<file path="src/rtl/hrc_pkg.sv">
// Package of the harmonic resonator controller: types, constants, helpers.
// No dependencies.
`timescale 1ns / 1ps

package hrc_pkg;

  localparam int SAMPLE_W   = 24;
  localparam int COEF_W     = 18;
  localparam int PHASOR_W   = 19;   // one more bit so that 1.0 fits
  localparam int STATE_W    = 32;
  localparam int PSTEP_W    = 24;
  localparam int ALPHA_W    = 16;
  localparam int IDX_W      = 4;
  localparam int AE_W       = 33;
  localparam int MUL_W      = 34;
  localparam int PROD_W     = 68;
  localparam int CFG_IDX_W  = 1;
  localparam int CFG_DATA_W = 24;

  typedef logic signed [MUL_W-1:0]  mop_t;
  typedef logic signed [PROD_W-1:0] wide_t;

  // Register indexes
  localparam logic [CFG_IDX_W-1:0] REG_PHASE_STEP = 1'd0;
  localparam logic [CFG_IDX_W-1:0] REG_STEP_SIZE  = 1'd1;

  localparam logic [PSTEP_W-1:0] PSTEP_RST = 24'd17476;
  localparam logic [ALPHA_W-1:0] ALPHA_RST = 16'd655;

  // 1.0 in Q1.17 and the largest phasor part
  localparam logic signed [PHASOR_W-1:0] PHASOR_ONE = 19'sd131072;
  localparam wide_t TRIG_MAX = 68'sd131071;

  // Odd Taylor coefficients of sin(pi/2*u), Q30
  localparam wide_t Q30_C1 = 68'sd1686629713;
  localparam wide_t Q30_C3 = 68'sd693598670;
  localparam wide_t Q30_C5 = 68'sd85569306;
  localparam wide_t Q30_C7 = 68'sd5026995;
  localparam wide_t Q30_C9 = 68'sd172272;

  typedef enum logic [3:0] {
    OP_NONE, OP_SAMPLE, OP_COEF, OP_TRIG_SQ, OP_TRIG_HORN, OP_TRIG_FIN,
    OP_CSEL, OP_CREC, OP_ACC, OP_ERR, OP_AE, OP_BX, OP_UPD
  } op_e;

  typedef enum logic [3:0] {
    ST_IDLE, ST_TRIG_SQ, ST_TRIG_HORN, ST_TRIG_FIN, ST_CSEL, ST_CREC,
    ST_ACC, ST_ERR, ST_AE, ST_BX, ST_UPD, ST_DONE
  } state_e;

  // Command from the sequencer: issue loads the products, wb writes back
  typedef struct packed {
    op_e        op;
    logic       issue;
    logic       wb;
    logic [1:0] hstep;
  } dp_cmd_t;

  // Horner coefficient for step h, highest order first
  function automatic wide_t horner_coef(logic [1:0] h);
    wide_t c;
    case (h)
      2'd0:    c = Q30_C7;
      2'd1:    c = Q30_C5;
      2'd2:    c = Q30_C3;
      default: c = Q30_C1;
    endcase
    return c;
  endfunction

  // Shift right by n, rounding half up
  function automatic wide_t rnd_shr(wide_t v, int unsigned n);
    wide_t half;
    half = wide_t'(1) <<< (n - 1);
    return (v + half) >>> n;
  endfunction

  // Saturate to a signed w-bit range
  function automatic wide_t sat(wide_t v, int unsigned w);
    wide_t hi;
    wide_t lo;
    hi = (wide_t'(1) <<< (w - 1)) - wide_t'(1);
    lo = -hi - wide_t'(1);
    return (v > hi) ? hi : ((v < lo) ? lo : v);
  endfunction

endpackage

</file>
<file path="src/rtl/hrc_ctrl.sv">
// Sequencer of the harmonic resonator controller: steps the datapath through
// the sine/cosine, estimate and update passes. Depends on hrc_pkg.
`timescale 1ns / 1ps

module hrc_ctrl import hrc_pkg::*; #(
  parameter int HARMONICS = 16
) (
  input  logic                         clk_i,
  input  logic                         rst_ni,
  input  logic                         in_valid_i,
  input  logic                         in_req_type_i,
  output logic                         in_ready_o,
  input  logic                         out_free_i,
  output logic                         out_load_o,
  output dp_cmd_t                      cmd_o,
  output logic [$clog2(HARMONICS)-1:0] k_o
);

  localparam int KW = $clog2(HARMONICS);
  localparam logic [KW-1:0] KLAST = KW'(HARMONICS - 1);

  state_e        state_q, state_d;
  logic          half_q, half_d;
  logic [KW-1:0] k_q, k_d;
  logic [1:0]    h_q, h_d;
  logic          mult_st;

  // States that issue multiplier products and then write them back
  always_comb begin
    unique case (state_q)
      ST_TRIG_SQ, ST_TRIG_HORN, ST_TRIG_FIN, ST_CREC, ST_ACC, ST_AE, ST_BX,
      ST_UPD:  mult_st = 1'b1;
      default: mult_st = 1'b0;
    endcase
  end

  // Next state
  always_comb begin
    state_d = state_q;
    k_d     = k_q;
    h_d     = h_q;
    half_d  = mult_st ? !half_q : 1'b0;
    unique case (state_q)
      ST_IDLE: begin
        if (in_valid_i && !in_req_type_i) begin
          state_d = ST_TRIG_SQ;
        end
      end
      ST_TRIG_SQ: begin
        if (half_q) begin
          state_d = ST_TRIG_HORN;
          h_d     = 2'd0;
        end
      end
      ST_TRIG_HORN: begin
        if (half_q) begin
          if (h_q == 2'd3) begin
            state_d = ST_TRIG_FIN;
          end else begin
            h_d = h_q + 2'd1;
          end
        end
      end
      ST_TRIG_FIN: begin
        if (half_q) begin
          state_d = ST_CSEL;
          k_d     = '0;
        end
      end
      ST_CSEL: state_d = ST_ACC;
      ST_CREC: begin
        if (half_q) begin
          state_d = ST_ACC;
        end
      end
      ST_ACC: begin
        if (half_q) begin
          if (k_q == KLAST) begin
            state_d = ST_ERR;
            k_d     = '0;
          end else begin
            k_d     = k_q + KW'(1);
            state_d = (k_q == '0) ? ST_CSEL : ST_CREC;
          end
        end
      end
      ST_ERR: state_d = ST_AE;
      ST_AE: begin
        if (half_q) begin
          state_d = ST_BX;
        end
      end
      ST_BX: begin
        if (half_q) begin
          state_d = ST_UPD;
        end
      end
      ST_UPD: begin
        if (half_q) begin
          if (k_q == KLAST) begin
            state_d = ST_DONE;
          end else begin
            k_d     = k_q + KW'(1);
            state_d = ST_BX;
          end
        end
      end
      ST_DONE: begin
        if (out_free_i) begin
          state_d = ST_IDLE;
        end
      end
      default: state_d = ST_IDLE;
    endcase
  end

  // Commands and handshake
  always_comb begin
    cmd_o.op    = OP_NONE;
    cmd_o.issue = mult_st && !half_q;
    cmd_o.wb    = mult_st && half_q;
    cmd_o.hstep = h_q;
    in_ready_o  = 1'b0;
    out_load_o  = 1'b0;
    unique case (state_q)
      ST_IDLE: begin
        in_ready_o = 1'b1;
        cmd_o.op   = in_req_type_i ? OP_COEF : OP_SAMPLE;
        cmd_o.wb   = in_valid_i;
      end
      ST_TRIG_SQ:   cmd_o.op = OP_TRIG_SQ;
      ST_TRIG_HORN: cmd_o.op = OP_TRIG_HORN;
      ST_TRIG_FIN:  cmd_o.op = OP_TRIG_FIN;
      ST_CSEL: begin
        cmd_o.op = OP_CSEL;
        cmd_o.wb = 1'b1;
      end
      ST_CREC: cmd_o.op = OP_CREC;
      ST_ACC:  cmd_o.op = OP_ACC;
      ST_ERR: begin
        cmd_o.op = OP_ERR;
        cmd_o.wb = 1'b1;
      end
      ST_AE:   cmd_o.op = OP_AE;
      ST_BX:   cmd_o.op = OP_BX;
      ST_UPD:  cmd_o.op = OP_UPD;
      ST_DONE: out_load_o = out_free_i;
      default: cmd_o.op = OP_NONE;
    endcase
  end

  assign k_o = k_q;

  always_ff @(posedge clk_i or negedge rst_ni) begin
    if (!rst_ni) begin
      state_q <= ST_IDLE;
      half_q  <= 1'b0;
      k_q     <= '0;
      h_q     <= '0;
    end else begin
      state_q <= state_d;
      half_q  <= half_d;
      k_q     <= k_d;
      h_q     <= h_d;
    end
  end

endmodule

</file>
<file path="config.mk">
export PLATFORM = sky130hd
export DESIGN_NAME = hrc_ctrl
export DESIGN_NICKNAME = d
export VERILOG_FILES = /design/src/rtl/hrc_pkg.sv /design/src/rtl/hrc_ctrl.sv
export SDC_FILE = /design/constraint.sdc
export NUM_CORES = 1
export LEC_CHECK = 0
export BUFFER_PORTS_ARGS = -buffer_cell sky130_fd_sc_hd__buf_2
export CORE_ASPECT_RATIO = 0.6
export CORE_MARGIN = 1
export CORE_UTILIZATION = 35
export CTS_BUF_LIST = sky130_fd_sc_hd__clkbuf_4 sky130_fd_sc_hd__clkbuf_8 sky130_fd_sc_hd__clkbuf_16
export DETAILED_ROUTE_END_ITERATION = 8
export SETUP_SLACK_MARGIN = 0.1
export SLEW_MARGIN = 0
export SYNTH_ARGS = -nofsm -noshare
export SYNTH_HDL_FRONTEND = slang
export SYNTH_SLANG_ARGS = --single-unit
</file>
<file path="constraint.sdc">
create_clock -name clk_i -period 1.76 [get_ports clk_i]
set_clock_uncertainty 0.1 [all_clocks]
set_input_delay 0.264 -clock clk_i [delete_from_list [all_inputs] [get_ports clk_i]]
set_output_delay 0.264 -clock clk_i [all_outputs]
set_load 0.01 [all_outputs]
</file>
=== Word level (Yosys, flattened, before mapping) ===
Memory sizes are Yosys's and may differ from the RTL's.
Index checks and enable logic that the tools add are counted.

* Word-level logic and storage cells: 77
* Memories kept: 1
* Register bits after elaboration: 11
* Output and inout bits: 14
* Bits of input ports: 5
* Bits in read-only memories: 16

* Eq/ne operators: 26
* Add/sub/neg operators: 2
* Multiplexer cells: 31
* Reduce and logical (&&, ||, !) cells: 13

{| class="wikitable"
|+ Memory list
! name !! depth !! bits a word !! read ports !! clocked after Yosys merged registers in !! wr ports !! RTL line !! source
|-
| (no name shown) || 16 || 1 || 1 || 0 || 0 || hrc_ctrl.sv:30 || <nowiki>unique case (state_q)</nowiki>
|}

{| class="wikitable"
|+ Operators by type and width
! kind !! count
|-
| $mux 4 || 16
|-
| $pmux 4 s12 || 1
|-
| $pmux 4 s11 || 1
|-
| $ne 2x2->1 const B || 13
|-
| $eq 4x4->1 const B || 5
|-
| $eq 4x3->1 const B || 4
|-
| $mux 2 || 6
|-
| $pmux 4 s3 || 1
|-
| $reduce_and 11->1 || 1
|-
| $eq 4x2->1 const B || 2
|-
| $logic_not 4->1 || 2
|-
| $reduce_and 5->1 || 1
|-
| $add 4x1->4 const B || 1
|-
| $eq 4x1->1 const B || 1
|-
| $mux 1 || 4
|-
| $pmux 2 s2 || 1
|-
| $reduce_and 4->1 || 1
|-
| $logic_and 1x1->1 || 3
|-
| $reduce_bool 3->1 || 1
|-
| $add 2x1->2 const B || 1
|-
| $eq 2x2->1 const B || 1
|-
| $logic_not 1->1 || 2
|-
| $pmux 1 s2 || 1
|-
| $reduce_bool 2->1 || 1
|-
| $reduce_or 2->1 || 1
|}

=== Depth between registers and ports, before layout ===
Gate-level depths: netlist (run 1).

* Word-level depth: 5
* Depth in mapped cells: 8
* Mapped depth without buffers: 7

=== Worst setup path before layout (run 1) ===
Ideal clock, no wire load.

* Path kind: register -> register
* Start point: reg state_q[1]
* End point: reg state_q[0]
* Slack: -0.136 ns
* Period minus slack after synthesis: 1.896 ns
* Required time: 1.535 ns
* Setup time: 0.125 ns
* Stages on the path, launching flop included: 8
* Path buffers: 0
* Arrival time: 1.671 ns
* Cells stage by stage: dfrtp_1 inv_1 ha_1 nor2_2 nor2_2 o41ai_4 nand2_2 mux2_4

* Word-level cells in the longest chain between the ends: 3
* Elaborated cells between the ends (all ways): 25
* Those cells by class: eq/ne: 22; mux: 1; reduce/logical: 2

{| class="wikitable"
|+ RTL lines
! item !! RTL line !! source
|-
| from (decl) || hrc_ctrl.sv:22 || <nowiki>state_e state_q, state_d;</nowiki>
|-
| from (signal assigned) || hrc_ctrl.sv:161 || <nowiki>state_q <= state_d;</nowiki>
|-
| $eq 4x2->1 (tied with other cells) || hrc_ctrl.sv:43 || <nowiki>unique case (state_q)</nowiki>
|-
| $ne 2x2->1 (no source line) || n/a ||
|-
| $reduce_and 11->1 (no source line) || n/a ||
|}

Several ways; a longest one is shown, not always the timed one.
A chain may end at the register's enable or synchronous reset.

==> results by group, run 1 <==
Status
  • Failing checks: setup timing
  • Status: finished with violations

Global route
  • Initial antenna violation count: 0
  • First-pass GRT wire length: between 4000 and 5000 um
  • Gr usage total: 0.215
  • Vias in the first global route: ~1000
  • Gr ovfl total: 0
  • Largest net degree at the start of global routing: 12

Critical path
  • Worst-path cell chain: inv_4 > ha_4 > nor2_1 > a211o_1 > and3b_1 > buf_2
  • Reg2reg start: state_q[0]
  • Startpoint Class: register
  • CP endpoint kind: output pin
  • Worst path required time: roughly 1400 ps
  • Cells on worst reg2reg path: 8
  • Critical path's slowest cell: dfrtp_2
  • CP arrival: between 1500 and 2000 ps
  • R2R Setup Slk: -170 ps
  • Slowest stage delay, CP: ~460 ps
  • Critical Path Fanout Max: 6
  • Setup CP Type: reg -> out
  • End of the worst register-to-register path: state_q[1]

Layout
  • P&R area growth vs syn: 69.2%
  • Layout cells sized above 1: 0.567
  • Layout Cells excl Fill: 210
  • Ant. Diodes: 0
  • Final instance area: between 1500 and 2000 um^2
  • # nets final: about 190
  • Post-layout util: 0.634

Floorplanning
  • Initial core utilization: 0.375
  • Ports: 19
  • Die area: a little under 3000 um^2
  • Row Count: 14
  • CORE AREA: roughly 2600 um^2
  • Die X-Extent: 69.6 um
  • Die Height: roughly 43 um

Pwr
  • Overall power: ~0.54 mW
  • Lkg Pwr: 0.785 nW
  • Clk pwr share: 0.501
  • Sw Ratio: 0.193
  • Total net switching power: between 0.1 and 0.15 mW
  • Peak VDD IR: about 0.21 mV
  • Comb pwr share: 0.027
  • PD cells: approximately 330 nW/um^2
  • Internal power: 0.433 mW
  • Share of power burned in registers: 0.472

Clock tree
  • Clock slew seen by the registers of the worst setup and hold paths: approximately 50 ps
  • Number of buffers created by CTS: 3
  • CTS tree: built
  • CTS root buffer: clkbuf_8
  • Worst-Skew Late Latency: ~240 ps
  • # H-tree levels: 1
  • Clk sinks: 11
  • Clock buffer depth: 2

Place
  • Buffers on Ports: 18
  • Setup WS pre-CTS: -218 ps
  • Post-DP HPWL: around 2000 um
  • Placed cell count: slightly below 200
  • Placed cell area: between 1000 and 1500 um^2
  • RD Place Congestion: between 0.8 and 0.9

Route
  • Vias per cell: between 5 and 6
  • WL met3: approximately 110 um
  • Detail-routed net length per standard cell: about 15 um
  • Initial DRT Pass Iterations: 4
  • Drt total wl: between 3000 and 4000 um
  • Vias: 1076
  • Post-DRT Antenna Nets: 0
  • DRT iter0 DRCs: 57
  • DRC: 0
  • Top sig layer: met4
  • Met1 Routed Length: 1500 um
  • Met2 Wirelength: roughly 1400 um

Timing
  • Fmax: 508 MHz
  • WHS: ~320 ps
  • Slew margin rel.: 0.711
  • Final hold vios: 0
  • Setup ws final: -209 ps
  • Setup TNS Final: -1690 ps
  • Period utilization: 1.12
  • Endpoints failing setup: 12
  • Slew Limit Fails: 0
  • Fin crit period: 1970 ps
  • RSZ-0062 raised after global routing: yes
  • Worst-Margin Slew: 433 ps

Logic synthesis
  • Ranking of synthesized cells by area: dfrtp_1, ha_1, nor2_1
  • #FFs+latches synth: 11
  • Library cells used by synthesis: 39
  • Post-synth top flop: dfrtp_1
  • Post-Syn Instances: about 120
  • Mean Syn Cell Area: approximately 7.9 um^2
  • Sequential area share after synthesis: 0.287
  • Post-synth EDFFs: 0
  • Async set or reset register ratio after synthesis: 1.00
  • Post-synth top area cell: dfrtp_1
  • Syn Nets: between 100 and 150
  • Cell Area, Synth: approximately 960 um^2
  • Synth warnings: 0
  • Yosys top cell area share: 0.287

Worst hold path
  • Hold WC Path Type: in -> async

Flow run
  • MaxCap Viol Count: 0
-- Yosys cell counts, types with 4 or more instances --
| cell | n |
|---|---|
| nand2_1 | 13 |
| a21oi_1 | 9 |
| buf_2 | 5 |
| o21ai_1 | 9 |
| dfrtp_1 | 11 |
| nor3_1 | 4 |
| nor2_1 | 14 |
| ha_1 | 8 |
| inv_1 | 7 |
| o21ai_0 | 4 |
-- power groups by stage --
stage | logic [mW] | clock network (mW) | registers [mW]
final | 0.0143 | 0.269 | 0.254
after global routing | 0.0163 | 0.284 | 0.253
after CTS | 0.0138 | 0.280 | 0.253
after detailed placement | 0.0121 | 0 | 0.258
after global placement | 0.0119 | 0 | 0.258
after floorplan | 0.00152 | 0 | 0.258
-- cell usage in the layout, fill, tap and decap left out, drive strengths merged, types with 2 or more instances in the layout --
| cell | n |
|---|---|
| buf | 59 |
| nor2 | 16 |
| nand2 | 14 |
| o21ai | 13 |
| dfrtp | 11 |
| a21oi | 9 |
| ha | 8 |
| inv | 7 |
| nor3 | 4 |
| clkbuf | 4 |
| a211o | 2 |
| and3 | 2 |
| nand4b | 2 |
| nor2b | 2 |
| mux2 | 2 |
| o22ai | 2 |
| nand3 | 2 |
-- worst max-delay path by stage --
stage | startpoint | slack (ps) | end
floorplan | state_q[1] | -50 | state_q[0]
global placement | state_q[0] | -140 | state_q[0]
detailed placement | state_q[0] | -220 | state_q[1]
CTS | state_q[0] | -210 | state_q[1]
global route | state_q[1] | -270 | cmd_o[2]
finish | state_q[1] | -210 | cmd_o[3]
-- registers in the layout, indices dropped and copies added, names as in the netlist --
| name | count |
|---|---|
| k_o | 4 |
| half_q | 1 |
| h_q | 2 |
| state_q | 4 |
-- worst max-delay path: cells and delay by family (launching register included) --
family	cells	cell delay, ps
AOI/OAI and AO/OA	1	240
adders and majority gates	1	180
buffers and inverters	2	240
DFF	1	460
and+or+nand+nor	2	250
-- routing by layer --
layer / up-vias / track usage
met2: 20 / 0.320
li1: 542 / -
met4: 0 / 0.0980
met3: 7 / 0.0601
met1: 507 / 0.291
met5: - / 0
-- kinds of logic after synthesis --
kind of cell / Yosys count / share of synthesized area
and+or+nand+nor: 49 / 0.253
AOI/OAI and AO/OA: 34 / 0.235
buffers and inverters: 15 / 0.0692
DFF: 11 / 0.287
adders and majority gates: 8 / 0.104
muxes: 3 / 0.0418
xor gates and xnor gates: 1 / 0.00914
-- area by class of cell --
class | instances | area [um^2]
clock buffers | 4 | 48.8
flip-flops and latches | 11 | 279
multi-input cells | 95 | 769
well taps | 32 | 40.0
inverters | 8 | 32.5
repair buffers | 60 | 452
fillers | 199 | 936
-- repair_timing --
| action | CTS | global route |
|---|---|---|
| setup endpoints to repair | 18 | 18 |
| hold buffers | 1 | 0 |
| resized for setup | 17 | 30 |
| setup buffers | 7 | 4 |
| pin swaps | 7 | 13 |
| cloned | 0 | 0 |
| hold endpoints to repair | 11 | 0 |
Note: power is estimated with default switching activity, not from simulation.
==> inputs of run 2 (changes only) <==
--- a/config.mk
+++ b/config.mk
@@ -6,7 +6,7 @@
 export NUM_CORES = 1
 export LEC_CHECK = 0
 export BUFFER_PORTS_ARGS = -buffer_cell sky130_fd_sc_hd__buf_2
-export CORE_ASPECT_RATIO = 0.6
+export CORE_ASPECT_RATIO = 1.4
 export CORE_MARGIN = 1
 export CORE_UTILIZATION = 35
 export CTS_BUF_LIST = sky130_fd_sc_hd__clkbuf_4 sky130_fd_sc_hd__clkbuf_8 sky130_fd_sc_hd__clkbuf_16
==> results by group, run 2 (same netlist as run 1, synthesis figures left out) <==
Status
  • Status: finished with violations
  • Failing checks: setup timing

Route
  • DRT iter0 DRCs: 19
  • Met1 Routed Length: roughly 1200 um
  • Vias: around 1100
  • Post-DRT Antenna Nets: 0
  • Vias per cell: 5.17
  • Met2 Wirelength: 1700 um
  • Detail-routed net length per standard cell: approximately 14 um
  • DRC: 0
  • Drt total wl: between 3000 and 4000 um
  • Top sig layer: met4
  • Initial DRT Pass Iterations: 4
  • WL met3: roughly 76 um

Critical path
  • CP endpoint kind: output pin
  • CP arrival: roughly 1700 ps
  • Startpoint Class: register
  • Setup CP Type: reg -> out
  • Critical Path Fanout Max: 5
  • Worst path required time: around 1400 ps

Pwr
  • Lkg Pwr: about 0.79 nW
  • Peak VDD IR: ~0.28 mV
  • Comb pwr share: 0.029
  • Internal power: 0.361 mW
  • Clk pwr share: 0.426
  • PD cells: around 290 nW/um^2
  • Overall power: about 0.46 mW
  • Total net switching power: slightly above 0.1 mW
  • Share of power burned in registers: 0.545
  • Sw Ratio: 0.220

Floorplanning
  • Row Count: 22
  • CORE AREA: 2620 um^2
  • Ports: 19
  • Die X-Extent: about 46 um
  • Die area: between 2000 and 3000 um^2
  • Initial core utilization: 0.367
  • Die Height: around 64 um

Clock tree
  • CTS tree: built
  • Clock slew seen by the registers of the worst setup and hold paths: 80 ps
  • Number of buffers created by CTS: 3
  • # H-tree levels: 1
  • Clock buffer depth: 2
  • Clk sinks: 11
  • CTS root buffer: clkbuf_4
  • Worst-Skew Late Latency: 290 ps

Place
  • RD Place Congestion: roughly 0.83
  • Buffers on Ports: 18
  • Post-DP HPWL: roughly 2000 um
  • Placed cell count: between 150 and 200

Layout
  • # nets final: 193
  • Layout Cells excl Fill: approximately 220
  • P&R area growth vs syn: 64.5%
  • Layout cells sized above 1: 0.520
  • Commonest cells after routing, fill and taps aside: buf_4, buf_2, nor2_1
  • Post-layout util: 0.603
  • Commonest non-fill, non-tap cell in the layout: buf_4
  • Ant. Diodes: 0

Timing
  • Fin crit period: between 2000 and 2500 ps
  • Period utilization: 1.16
  • RSZ-0062 raised after global routing: yes
  • Setup TNS Final: -2010 ps
  • Worst-Margin Slew: ~320 ps
  • Fmax: between 400 and 500 MHz
  • Endpoints failing setup: 16
  • Slew Limit Fails: 0
  • Slew margin rel.: 0.785
  • Setup ws final: -276 ps
  • Final hold vios: 0

Global route
  • Initial antenna violation count: 0
  • Vias in the first global route: approximately 1100
  • Gr ovfl total: 0
  • Gr usage total: 0.219
  • First-pass GRT wire length: approximately 4800 um
  • Largest net degree at the start of global routing: 14

Flow run
  • MaxCap Viol Count: 0

Worst hold path
  • Hold WC Path Type: in -> async
[run 2: cell count changes in the layout (fill, tap and decap cells not counted), moves of 3 or more]
cell      delta
a21oi_1      +3
a21oi_2      -3
clkbuf_4     +3
clkbuf_8     -3
[run 2: power groups by stage]
| stage | combinational (mW) | sequential, mW | clock [mW] |
|---|---|---|---|
| after floorplan | 0.00152 | 0.258 | 0 |
| after global placement | 0.0118 | 0.258 | 0 |
| after detailed placement | 0.0122 | 0.258 | 0 |
| after CTS | 0.0138 | 0.252 | 0.205 |
| after global routing | 0.0155 | 0.252 | 0.214 |
| final | 0.0136 | 0.253 | 0.197 |
[run 2: final cells by class]
type                       instances  area, um^2
clock buffer                       4        30.0
fill                             224        1040
inverter                           8        35.0
multi-input combinational         95         746
sequential                        11         277
tap                               36        45.0
timing repair buffer              61         444
[run 2: stage by stage]
stage	instance area (um^2)	setup slack, ps	hold WS [ps]
floorplan	978	-50.9	-132
global placement	1280	-90.9	54.5
detailed placement	1280	-209	56.6
CTS	1500	-226	277
global route	1580	-323	303
finish	1580	-276	275
[run 2: worst max-delay path: stages (launching register included)]
cell and delay, ps:
dfrtp_2 470, ha_2 230, and2b_1 190, buf_4 150
a21oi_2 120, o22ai_2 90, buf_2 140
[run 2: routing by layer]
metal  vias to the layer above  global-route usage
met3                        11              0.0311
met1                       538               0.245
met2                        21               0.382
met5                         -                   0
met4                         0               0.103
li1                        541                   -
[run 2: timing repair]
action / 4_1_cts / 5_1_grt
pin swaps: 14 / 6
endpoints found under the hold margin: 11 / 0
setup buffers: 11 / 5
resized for setup: 26 / 12
hold buffers: 1 / 0
setup endpoints to repair: 16 / 18
[run 2: final timing paths]
check                           start         end  slack (ps)  cells past startpoint
setup / recovery           state_q[0]    cmd_o[6]        -280                      6
hold / removal                 rst_ni      k_o[3]         270                      2
setup reg to reg           state_q[0]  state_q[0]        -170                      7
hold reg to reg                k_o[3]      k_o[3]         450                      1
max in group asynchronous      rst_ni  state_q[0]        1030                      2
min in group clk_i             k_o[3]      k_o[3]         450                      1
==> inputs of run 3 (changes only) <==
--- a/config.mk
+++ b/config.mk
@@ -5,6 +5,7 @@
 export SDC_FILE = /design/constraint.sdc
 export NUM_CORES = 1
 export LEC_CHECK = 0
+export ABC_AREA = 1
 export BUFFER_PORTS_ARGS = -buffer_cell sky130_fd_sc_hd__buf_2
 export CORE_ASPECT_RATIO = 1.4
 export CORE_MARGIN = 1
==> constraint.sdc (replaced) <==
create_clock -name clk_i -period 1.9 [get_ports clk_i]
set_clock_uncertainty 0.1 [all_clocks]
set_input_delay 0.285 -clock clk_i [delete_from_list [all_inputs] [get_ports clk_i]]
set_output_delay 0.285 -clock clk_i [all_outputs]
set_load 0.01 [all_outputs]
==> results by group, run 3 <==
Status
  • Status: finished with violations
  • Failing checks: setup timing

Worst hold path
  • Hold WC Path Type: in -> async

Clock tree
  • Clk sinks: 11
  • CTS tree: built
  • Worst-Skew Late Latency: around 240 ps
  • Clock slew seen by the registers of the worst setup and hold paths: approximately 60 ps
  • Clock buffer depth: 2
  • # H-tree levels: 1
  • Number of buffers created by CTS: 3
  • CTS root buffer: clkbuf_8

Route
  • Vias: 1118
  • DRC: 0
  • Initial DRT Pass Iterations: 4
  • Post-DRT Antenna Nets: 0
  • Detail-routed net length per standard cell: between 10 and 15 um
  • Drt total wl: slightly above 3000 um
  • DRT iter0 DRCs: 64
  • Vias per cell: 5.18

Logic synthesis
  • Syn Nets: between 150 and 200
  • Post-synth top flop: dfrtp_1
  • Library cells used by synthesis: 24
  • #FFs+latches synth: 11
  • Sequential area share after synthesis: 0.264
  • Ranking of synthesized cells by area: dfrtp_1, nand2_1, ha_1
  • Synth warnings: 0
  • Post-synth top area cell: dfrtp_1
  • Post-Syn Instances: between 100 and 150
  • Synth cell count leaders: nand2_1, nand3_1, inv_1
  • Cell Area, Synth: 1040 um^2
  • Mean Syn Cell Area: roughly 7.4 um^2
  • Post-synth EDFFs: 0
  • Yosys top cell area share: 0.264
  • Async set or reset register ratio after synthesis: 1.00
  • Most common cell in the netlist: nand2_1

Pwr
  • Internal power: between 1 and 1.5 mW
  • Share of power burned in registers: 0.160
  • Lkg Pwr: between 0.7 and 0.8 nW
  • Peak VDD IR: approximately 1.1 mV
  • Overall power: about 2.6 mW
  • Clk pwr share: 0.094
  • Comb pwr share: 0.746
  • Sw Ratio: 0.510
  • Total net switching power: 1.33 mW
  • PD cells: ~1700 nW/um^2

Timing
  • Slew margin rel.: 0.804
  • Fin crit period: 1930 ps
  • Setup ws final: -29.4 ps
  • Endpoints failing setup: 3
  • RSZ-0062 raised after global routing: yes
  • Slew Limit Fails: 0
  • Final hold vios: 0
  • Fmax: 518 MHz
  • Period utilization: 1.02
  • Worst-Margin Slew: 294 ps

Flow run
  • MaxCap Viol Count: 0

Layout
  • Final instance area: ~1500 um^2
  • Commonest non-fill, non-tap cell in the layout: nand2_1
  • Ant. Diodes: 0
  • Commonest cells after routing, fill and taps aside: nand2_1, buf_2, nand2_2, nand3_1, buf_4
  • Layout fillers: approximately 280
  • # nets final: approximately 190
  • Post-layout util: 0.525
  • Layout Cells excl Fill: ~220
  • Layout cells sized above 1: 0.508
  • P&R area growth vs syn: 43.8%

Floorplanning
  • CORE AREA: between 2000 and 3000 um^2
  • Die Height: between 60 and 70 um
  • Die X-Extent: approximately 48 um
  • Initial core utilization: 0.365
  • Row Count: 23
  • Die area: around 3200 um^2
  • Ports: 19

Global route
  • Initial antenna violation count: 0
  • Largest net degree at the start of global routing: 12
  • First-pass GRT wire length: 4650 um
  • Gr usage total: 0.206
  • Vias in the first global route: between 1000 and 1500
  • Gr ovfl total: 0

Critical path
  • WP buf/inv: 4
  • R2R Setup Slk: 100 ps
  • CP arrival: 1540 ps
  • Slowest stage delay, CP: ~400 ps
  • Setup CP Type: reg -> out
  • Crit path max-delay family: buffers and inverters
  • Worst-path cell chain: buf_6 > ha_4 > buf_6 > nand2_1 > nand2_1 > inv_2 > nand3_1 > buf_2
  • CP endpoint kind: output pin
  • Critical path's slowest cell: dfrtp_1
  • Critical Path Fanout Max: 5
  • Worst path required time: roughly 1500 ps
  • Startpoint Class: register

Place
  • RD Place Congestion: between 0.9 and 1
  • Buffers on Ports: 18
  • Post-DP HPWL: 1930 um
  • Placed cell count: just under 200
  • Setup WS pre-CTS: 59.5 ps
  • Placed cell area: between 1000 and 1500 um^2
run 3: changes by cell type after synthesis, sizes merged, moves of 3 or more:
cell | previous run | this run
o211ai | 0 | 3
nand2 | 14 | 45
nor3 | 4 | 0
nand3 | 2 | 20
buf | 6 | 3
nand4 | 0 | 4
inv | 7 | 16
nor2 | 16 | 12
a21oi | 9 | 2
run 3: power groups by stage:
stage	registers, mW	clock network [mW]	logic [mW]
floorplan	0.405	0	0.988
global placement	0.416	0	1.31
detailed placement	0.424	0	1.32
CTS	0.417	0.255	1.66
global route	0.431	0.270	2.12
finish	0.418	0.246	1.95
run 3: path summary, 6_finish.rpt:
| path | from | endpoint | cells after the start |
|---|---|---|---|
| max in group asynchronous | rst_ni | state_q[3] | 2 |
| min in group clk_i | half_q | half_q | 1 |
| hold reg to reg | half_q | half_q | 1 |
| setup / recovery | state_q[0] | cmd_o[7] | 8 |
| setup reg to reg | state_q[0] | state_q[3] | 10 |
| hold / removal | rst_ni | state_q[2] | 2 |
run 3: through the flow:
| stage | TNS, ps | hold slack [ps] |
|---|---|---|
| 2_1_floorplan | 0 | -111 |
| 3_3_place_gp | 0 | 70.8 |
| 3_5_place_dp | 0 | 74.2 |
| 4_1_cts | 0 | 353 |
| 5_1_grt | -284 | 383 |
| 6_report | -55.5 | 343 |
run 3: cell families after synthesis:
family                     Yosys count  share of synthesized area
AOI/OAI and AO/OA                   21                      0.123
xor gates and xnor gates             1                    0.00841
and+or+nand+nor                     81                      0.423
adders and majority gates            8                     0.0962
buffers and inverters               19                     0.0853
DFF                                 11                      0.264
run 3: layout make-up:
cell class / count / area [um^2] / area share
Clock inverter: 1 / 5.00 / 0.00334
Tap cell: 37 / 46.3 / 0.0309
Multi-Input combinational cell: 111 / 808 / 0.540
Sequential cell: 11 / 278 / 0.186
Clock buffer: 3 / 41.3 / 0.0276
Timing Repair Buffer: 37 / 250 / 0.167
Inverter: 16 / 67.6 / 0.0452
run 3: timing repair:
| action | CTS | global route |
|---|---|---|
| gates resized for setup | 25 | 21 |
| endpoints found under the setup margin | 8 | 10 |
| hold buffers | 1 | 0 |
| endpoints found under the hold margin | 11 | 0 |
| setup buffers | 11 | 4 |
| pin swaps | 5 | 14 |
run 3: metal layers:
metal | vias up | wire [um] | GRT usage
met1 | 519 | 1200 | 0.253
met4 | 0 | 83 | 0.0868
li1 | 542 | - | -
met5 | - | 0 | 0
met2 | 49 | 1620 | 0.341
met3 | 8 | 128 | 0.0298
